`config.mk`:
```
export PLATFORM = sky130hd
export DESIGN_NAME = battery_discharge_monitor
export DESIGN_NICKNAME = d
export VERILOG_FILES = /design/src/design/bdm_pkg.sv /design/src/design/battery_discharge_monitor.sv /design/src/design/bdm_moddiv.sv
export SDC_FILE = /design/constraint.sdc
export NUM_CORES = 1
export LEC_CHECK = 0
export ABC_CLOCK_PERIOD_IN_PS = 8500
export BUFFER_PORTS_ARGS = -buffer_cell sky130_fd_sc_hd__buf_2
export CORE_MARGIN = 4
export CORE_UTILIZATION = 45
export CTS_CLUSTER_DIAMETER = 100
export CTS_CLUSTER_SIZE = 20
export DETAILED_ROUTE_END_ITERATION = 8
export MAX_ROUTING_LAYER = met4
export PLACE_DENSITY = 0.67
export SLEW_MARGIN = 20
export SYNTH_ARGS = -nofsm -noshare
export SYNTH_HDL_FRONTEND = slang
export SYNTH_HIERARCHICAL = 1
export SYNTH_SLANG_ARGS = --single-unit
```
`constraint.sdc`:
```
create_clock -name clk_i -period 8.5 [get_ports clk_i]
set_clock_uncertainty 0.1 [all_clocks]
set_input_delay 1.7 -clock clk_i [delete_from_list [all_inputs] [get_ports clk_i]]
set_output_delay 1.7 -clock clk_i [all_outputs]
set_load 0.02 [all_outputs]
```
`src/design/bdm_pkg.sv`:
```
// Shared types and constants of the battery discharge monitor.
package bdm_pkg;

  // Configuration register indexes
  localparam int unsigned CfgIdxW = 3;
  localparam logic [CfgIdxW-1:0] CFG_RECORD_MODE   = 3'd0;
  localparam logic [CfgIdxW-1:0] CFG_LOG_EVERY     = 3'd1;
  localparam logic [CfgIdxW-1:0] CFG_RECORD_STEP   = 3'd2;
  localparam logic [CfgIdxW-1:0] CFG_RECORD_PERIOD = 3'd3;
  localparam logic [CfgIdxW-1:0] CFG_VOLT_OFFSET   = 3'd4;
  localparam logic [CfgIdxW-1:0] CFG_END_THRESHOLD = 3'd5;
  localparam int unsigned CfgDataW = 16;

  // Register reset values
  localparam logic        RecordModeRst   = 1'b1;
  localparam logic        LogEveryRst     = 1'b0;
  localparam logic [7:0]  RecordStepRst   = 8'd1;
  localparam logic [15:0] RecordPeriodRst = 16'd120;
  localparam logic [8:0]  VoltOffsetRst   = 9'd8;
  localparam logic [10:0] EndThresholdRst = 11'd282;

  // State reset values
  localparam logic [7:0]  LastCodeRst = 8'd255;

  // Record modes
  localparam logic MODE_TIME  = 1'b0;
  localparam logic MODE_VOLTS = 1'b1;

  // Stream widths
  localparam int unsigned InDataW  = 40;
  localparam int unsigned OutDataW = 88;
  localparam int unsigned OutUserW = 2;

  // Sequencer states
  typedef enum logic [1:0] {
    ST_IDLE,
    ST_DIV,
    ST_DECIDE
  } seq_state_e;

  // Modulo unit request and status
  typedef struct packed {
    logic        start;
    logic [31:0] dividend;
    logic [15:0] divisor;
  } mod_req_t;

  typedef struct packed {
    logic done;
    logic rem_zero;
  } mod_stat_t;

endpackage

```
`src/design/battery_discharge_monitor.sv`:
```
// Top level of the battery discharge monitor: registers, sequencer and output stage.
// Takes one sample (8-bit code, 32-bit elapsed seconds) at a time and returns one
// result per sample until the voltage falls below the end threshold; that sample is
// returned with finished and record set, and every later sample is accepted and
// dropped until reset. In voltage mode or with log_every set, an accepted sample goes
// straight to the decide state; in time mode it waits first in the divide state for
// the bit-serial modulo unit, which computes elapsed mod period one quotient bit per
// cycle. The input is not ready while a sample is at work; a result waiting in the
// output register does not hold off the next sample, only the loading of its result.
module battery_discharge_monitor
  import bdm_pkg::*;
(
  input  logic                clk_i,
  input  logic                rst_ni,
  // Configuration write port
  input  logic                cfg_we_i,
  input  logic [CfgIdxW-1:0]  cfg_idx_i,
  input  logic [CfgDataW-1:0] cfg_wdata_i,
  // Sample stream in
  input  logic                s_axis_tvalid,
  output logic                s_axis_tready,
  input  logic [InDataW-1:0]  s_axis_tdata,   // adc_code[7:0], elapsed_s[39:8]
  // Result stream out
  output logic                m_axis_tvalid,
  input  logic                m_axis_tready,
  output logic [OutDataW-1:0] m_axis_tdata,   // sample_index[31:0], code_out[39:32],
                                              // volts_q8[51:40], elapsed_out[83:52], 0
  output logic [OutUserW-1:0] m_axis_tuser    // record[0], finished[1]
);

  // Configuration registers
  logic        record_mode_q;
  logic        log_every_q;
  logic [7:0]  record_step_q;
  logic [15:0] record_period_q;
  logic [8:0]  volt_offset_q;
  logic [10:0] end_threshold_q;

  // Block state
  logic [7:0]  last_code_q, last_code_d;
  logic [31:0] last_time_q, last_time_d;
  logic [31:0] sample_cnt_q, sample_cnt_d;
  logic        test_done_q, test_done_d;

  // Sample under work
  logic [7:0]  code_q, code_d;
  logic [31:0] elapsed_q, elapsed_d;

  seq_state_e state_q, state_d;

  // Output register
  logic                out_valid_q, out_valid_d;
  logic [OutDataW-1:0] out_data_q, out_data_d;
  logic [OutUserW-1:0] out_user_q, out_user_d;

  mod_req_t  mod_req;
  mod_stat_t mod_stat;

  logic        in_acc;
  logic        out_free;
  logic [10:0] code_x5;
  logic [11:0] volts;
  logic [8:0]  drop;
  logic        fire_time;
  logic        fire_volts;
  logic        fire;
  logic        done;

  // Write configuration registers
  always_ff @(posedge clk_i or negedge rst_ni) begin
    if (!rst_ni) begin
      record_mode_q   <= RecordModeRst;
      log_every_q     <= LogEveryRst;
      record_step_q   <= RecordStepRst;
      record_period_q <= RecordPeriodRst;
      volt_offset_q   <= VoltOffsetRst;
      end_threshold_q <= EndThresholdRst;
    end else if (cfg_we_i) begin
      unique case (cfg_idx_i)
        CFG_RECORD_MODE:   record_mode_q   <= cfg_wdata_i[0];
        CFG_LOG_EVERY:     log_every_q     <= cfg_wdata_i[0];
        CFG_RECORD_STEP:   record_step_q   <= cfg_wdata_i[7:0];
        CFG_RECORD_PERIOD: record_period_q <= cfg_wdata_i[15:0];
        CFG_VOLT_OFFSET:   volt_offset_q   <= cfg_wdata_i[8:0];
        CFG_END_THRESHOLD: end_threshold_q <= cfg_wdata_i[10:0];
        default: ;
      endcase
    end
  end

  assign s_axis_tready = (state_q == ST_IDLE);
  assign in_acc        = s_axis_tvalid && s_axis_tready;
  assign out_free      = !out_valid_q || m_axis_tready;

  // Convert code to volts and evaluate the record rules
  assign code_x5    = {1'b0, code_q, 2'b00} + {3'b000, code_q};
  assign volts      = {1'b0, code_x5} + {{3{volt_offset_q[8]}}, volt_offset_q};
  assign drop       = {1'b0, last_code_q} - {1'b0, code_q};
  assign fire_volts = $signed(drop) >= $signed({1'b0, record_step_q});
  assign fire_time  = (record_period_q != '0) && mod_stat.rem_zero
                      && (elapsed_q != last_time_q);
  assign fire       = (record_mode_q == MODE_TIME) ? fire_time : fire_volts;
  assign done       = $signed(volts) < $signed({1'b0, end_threshold_q});

  // Modulo unit request
  assign mod_req.start    = in_acc && !test_done_q && (record_mode_q == MODE_TIME)
                            && !log_every_q;
  assign mod_req.dividend = s_axis_tdata[39:8];
  assign mod_req.divisor  = record_period_q;

  bdm_moddiv u_moddiv (
    .clk_i  (clk_i),
    .rst_ni (rst_ni),
    .req_i  (mod_req),
    .stat_o (mod_stat)
  );

  // Sequence one sample: take, reduce, decide
  always_comb begin
    state_d      = state_q;
    code_d       = code_q;
    elapsed_d    = elapsed_q;
    last_code_d  = last_code_q;
    last_time_d  = last_time_q;
    sample_cnt_d = sample_cnt_q;
    test_done_d  = test_done_q;
    out_valid_d  = out_valid_q && !m_axis_tready;
    out_data_d   = out_data_q;
    out_user_d   = out_user_q;
    unique case (state_q)
      ST_IDLE: begin
        // Drop samples once the test has ended
        if (in_acc && !test_done_q) begin
          code_d    = s_axis_tdata[7:0];
          elapsed_d = s_axis_tdata[39:8];
          state_d   = mod_req.start ? ST_DIV : ST_DECIDE;
        end
      end
      ST_DIV: begin
        if (mod_stat.done) begin
          state_d = ST_DECIDE;
        end
      end
      ST_DECIDE: begin
        // Hold until the output register can take the result
        if (out_free) begin
          if (!log_every_q && fire) begin
            last_code_d = code_q;
            last_time_d = elapsed_q;
          end
          if (done) begin
            test_done_d = 1'b1;
          end
          sample_cnt_d = sample_cnt_q + 32'd1;
          out_valid_d  = 1'b1;
          out_data_d   = {4'b0000, elapsed_q, volts, code_q, sample_cnt_q};
          out_user_d   = {done, log_every_q || fire || done};
          state_d      = ST_IDLE;
        end
      end
      default: state_d = ST_IDLE;
    endcase
  end

  always_ff @(posedge clk_i or negedge rst_ni) begin
    if (!rst_ni) begin
      state_q      <= ST_IDLE;
      last_code_q  <= LastCodeRst;
      last_time_q  <= '0;
      sample_cnt_q <= '0;
      test_done_q  <= 1'b0;
      out_valid_q  <= 1'b0;
    end else begin
      state_q      <= state_d;
      last_code_q  <= last_code_d;
      last_time_q  <= last_time_d;
      sample_cnt_q <= sample_cnt_d;
      test_done_q  <= test_done_d;
      out_valid_q  <= out_valid_d;
    end
  end

  always_ff @(posedge clk_i) begin
    code_q     <= code_d;
    elapsed_q  <= elapsed_d;
    out_data_q <= out_data_d;
    out_user_q <= out_user_d;
  end

  assign m_axis_tvalid = out_valid_q;
  assign m_axis_tdata  = out_data_q;
  assign m_axis_tuser  = out_user_q;

endmodule

```
`src/design/bdm_moddiv.sv`:
```
// Bit-serial restoring modulo unit: one quotient bit per cycle.
module bdm_moddiv
  import bdm_pkg::*;
(
  input  logic      clk_i,
  input  logic      rst_ni,
  input  mod_req_t  req_i,
  output mod_stat_t stat_o
);

  logic        busy_q, busy_d;
  logic        done_q, done_d;
  logic [4:0]  cnt_q, cnt_d;
  logic [31:0] dvd_q, dvd_d;
  logic [15:0] div_q, div_d;
  logic [15:0] rem_q, rem_d;
  logic [16:0] shifted;
  logic [16:0] diff;

  // Shift in the next dividend bit and try the subtract
  assign shifted = {rem_q, dvd_q[31]};
  assign diff    = shifted - {1'b0, div_q};

  always_comb begin
    busy_d = busy_q;
    done_d = 1'b0;
    cnt_d  = cnt_q;
    dvd_d  = dvd_q;
    div_d  = div_q;
    rem_d  = rem_q;
    if (req_i.start) begin
      busy_d = 1'b1;
      cnt_d  = 5'd31;
      dvd_d  = req_i.dividend;
      div_d  = req_i.divisor;
      rem_d  = '0;
    end else if (busy_q) begin
      dvd_d = {dvd_q[30:0], 1'b0};
      if (shifted >= {1'b0, div_q}) begin
        rem_d = diff[15:0];
      end else begin
        rem_d = shifted[15:0];
      end
      cnt_d = cnt_q - 5'd1;
      if (cnt_q == 5'd0) begin
        busy_d = 1'b0;
        done_d = 1'b1;
      end
    end
  end

  always_ff @(posedge clk_i or negedge rst_ni) begin
    if (!rst_ni) begin
      busy_q <= 1'b0;
      done_q <= 1'b0;
      cnt_q  <= '0;
    end else begin
      busy_q <= busy_d;
      done_q <= done_d;
      cnt_q  <= cnt_d;
    end
  end

  always_ff @(posedge clk_i) begin
    dvd_q <= dvd_d;
    div_q <= div_d;
    rem_q <= rem_d;
  end

  assign stat_o.done     = done_q;
  assign stat_o.rem_zero = (rem_q == '0);

endmodule

```
==> results.sh <==
export IMPL_final_util_pct=50.9
export IMPL_yosys_area_top_type="edfxtp_1"
export IMPL_cts_setup_buffers=0
export IMPL_setup_tns_ns=0
export IMPL_startpoint_type="flip-flop"
export IMPL_setup_viol=0
export IMPL_clkPwrFrac_pct=20.0
export IMPL_pwr_share_comb_pct=32.1
export IMPL_final_cell_mix="edfxtp_1, buf_2, dfrtp_1"
export IMPL_synth_mux_area_share_pct=9.84
export IMPL_synth_area_leaders="edfxtp_1, dfrtp_1, mux2_2"
export IMPL_synth_area_per_cell_um2=13.9
export IMPL_max_slew_margin_pct=34.3
export IMPL_hold_end="sample_cnt_q[31]"
export IMPL_leakagePower_nw=6.85
export IMPL_worstPathArrival_ns=4.29
export IMPL_num_nets_final=1313
export IMPL_fp_dieH_um=186
export IMPL_holdWs_ns=0.368
export IMPL_slew_violations=0
export IMPL_clk_pin_slew_ns=0.09
export IMPL_synth_area_mm2=0.0143
export IMPL_worstSetupPathType="reg -> reg"
export IMPL_overflow=0
export IMPL_min_path_type="reg -> reg"
export IMPL_clkSinkCount=319
export IMPL_grt_pass1_wl_um=45300
export IMPL_ioPinCount=156
export IMPL_via_per_inst=5.18
export IMPL_clk_latency_ns=0.51
export IMPL_worst_pin_slew_ns=0.986
export IMPL_crit_fanout=5
export IMPL_grt_usage_pct=16.3
export IMPL_htreeDepth=1
export IMPL_dp_hpwl_um=19700
export IMPL_yosys_most_used_dff="edfxtp_1"
export IMPL_synth_simple_area_share_pct=8.09
export IMPL_layout_setup_ws_ns=4.37
export IMPL_async_flop_share_pct=40.4
export IMPL_cts_resized_gates=0
export IMPL_hold_buffers=0
export IMPL_die_area_mm2=0.0348
export IMPL_rsz0062_at_grt="false"
export IMPL_synth_top_family_by_area="multiplexers"
export IMPL_power_internal_mw=3.11
export IMPL_synth_xor_area_share_pct=5.50
export IMPL_hold_viol=0
export IMPL_syn_inst=1032
export IMPL_cts_root_buf="clkbuf_16"
export IMPL_fin_total_pwr_mw=4.59
export IMPL_grt_max_degree=78
export IMPL_synth_edf_count=174
export IMPL_whs_path_depth=1
export IMPL_die_w_um=186
export IMPL_yosys_warnings=6
export IMPL_dr_total_vias=8279
export IMPL_synth_top_cell_area_share_pct=36.5
export IMPL_swShare_pct=32.3
export IMPL_synthDistinctLibCells=77
export IMPL_grt_pass1_vias=8405
export IMPL_fin_crit_sh_pct=48.6
export IMPL_gp_congestion=0.835
export IMPL_ys_seq_area_share_pct=61.4
export IMPL_port_buffers=151
export IMPL_cp_required_ns=8.66
export IMPL_coreArea_mm2=0.0315
export IMPL_r2r_cells=13
export IMPL_synthAdderAreaFrac_pct=6.41
export IMPL_synth_compound_area_share_pct=5.62
export IMPL_timing_rr_start="code_q[2]"
export IMPL_start_util_pct=45.5
export IMPL_fmax_mhz=242
export IMPL_worst_r2r_setup_slack_ns=4.37
export IMPL_cts_tree="yes"
export IMPL_power_density_mw_per_mm2=287
export IMPL_firstDrtPassIters=5
export IMPL_wirelength_um=27900
export IMPL_p_sw_mw=1.48
export IMPL_ys_seq_elements=319
export IMPL_mostFrequentLayoutCell="edfxtp_1"
export IMPL_drtIter0Drc=420
export IMPL_power_frac_seq_pct=48.0
export IMPL_antenna_found_initial=2
export IMPL_post_route_min_period_ns=4.13
export IMPL_critPathCaptureType="flip-flop"
export IMPL_status="finished, final reports clean"
export IMPL_vdd_drop_max_mv=0.176
export IMPL_rows=65
export IMPL_holdCritStartpoint="sample_cnt_q[31]"
export IMPL_drive_gt1_share_pct=27.6
export IMPL_maxCapViolations=0
export IMPL_r2r_end="m_axis_tuser[0]"
export IMPL_wl_per_cell_um=17.4
export IMPL_clockBufferDepth=3
export IMPL_ant_nets=0
export IMPL_post_place_ws_ns=4.27
export IMPL_cts_inserted_buffers=19
export IMPL_syn2layout_area_growth_pct=11.7
export IMPL_route_detailed_drc=0
[flip-flops by register name (all words and copies together), names as in the netlist, 2 cells and up]
name             cells
elapsed_q           32
sample_cnt_q        32
code_q               8
u_moddiv/rem_q      16
volt_offset_q        9
state_q              2
last_code_q          8
u_moddiv/div_q      16
end_threshold_q     11
m_axis_tuser         2
record_step_q        8
u_moddiv/dvd_q      32
u_moddiv/cnt_q       5
record_period_q     16
last_time_q         32
m_axis_tdata        84
[critical path: stages, from the launching register on]
cell	delay [ns]
edfxtp_1	0.50
fa_1	0.50
ha_1	0.30
a21o_1	0.18
a21oi_1	0.21
o21ai_1	0.13
o41ai_2	0.37
or4b_1	0.47
o311ai_1	0.12
ha_1	0.18
o221ai_1	0.10
o21ba_2	0.25
o22ai_1	0.11
or3_1	0.36
[final cells by class]
class	instances	area [µm²]
antenna	3	7.51
clock buffer	33	528
inverter	65	244
clock inverter	1	8.76
fill	2702	15500
multi-input combinational	619	5110
sequential	319	8800
timing repair buffer	157	807
tap	402	503
[synthesized netlist by cell type (all sizes together), types with 3 or more instances]
library cell	instances
a211oi	15
a21o	12
a21oi	18
a311oi	3
a31oi	6
and2	6
and3	7
and4	6
buf	19
clkbuf	13
dfrtp	110
dfstp	19
dfxtp	16
edfxtp	174
fa	9
ha	59
inv	65
mux2	112
mux2i	13
nand2	41
nand2b	19
nand3	17
nand4	11
nor2	47
nor2b	7
nor3	14
nor4	20
o21a	4
o21ai	33
o22ai	4
or3	4
xnor2	38
xor2	52
[logic make-up after synthesis]
group	count (synthesis)
compound gates	119
fa+ha+maj	68
simple gates	213
mux	125
xor+xnor	90
other cells	1
flops	319
buf+inv	97
[power by group through the flow]
stage                     registers (mW)  logic (mW)  clock network [mW]
after floorplan                     2.21        1.13                   0
after global routing                2.24        1.66                1.01
after CTS                           2.21        1.49               0.951
after detailed placement            2.24        1.48                   0
after global placement              2.23        1.44                   0
final                               2.20        1.47               0.917
[worst max path at each step]
stage             startpoint                 end  slack [ns]  cells past startpoint
4_1_cts            code_q[0]     m_axis_tuser[0]        4.35                     13
3_5_place_dp   s_axis_tvalid  u_moddiv/dvd_q[15]        4.27                      6
5_1_grt            code_q[0]     m_axis_tuser[0]        4.12                     15
6_report           code_q[2]     m_axis_tuser[0]        4.37                     13
2_1_floorplan  s_axis_tvalid           code_q[0]        3.40                      2
3_3_place_gp   s_axis_tvalid  u_moddiv/dvd_q[16]        4.34                      6
[stage by stage]
step / std cells / area (µm²)
after floorplan: 1035 / 14300
after global placement: 1562 / 15500
after detailed placement: 1562 / 15500
after CTS: 1596 / 16000
after global routing: 1598 / 16000
final: 1599 / 16000
[routing by layer]
layer	global-route usage [%]	part of all wire (%)	vias up
met5	-	0	-
met4	2.76	1.3	0
met3	2.75	3.9	27
met2	26.7	48	122
met1	22.0	47	4110
li1	-	-	4020
No activity file was read; power rests on OpenSTA's default activity.
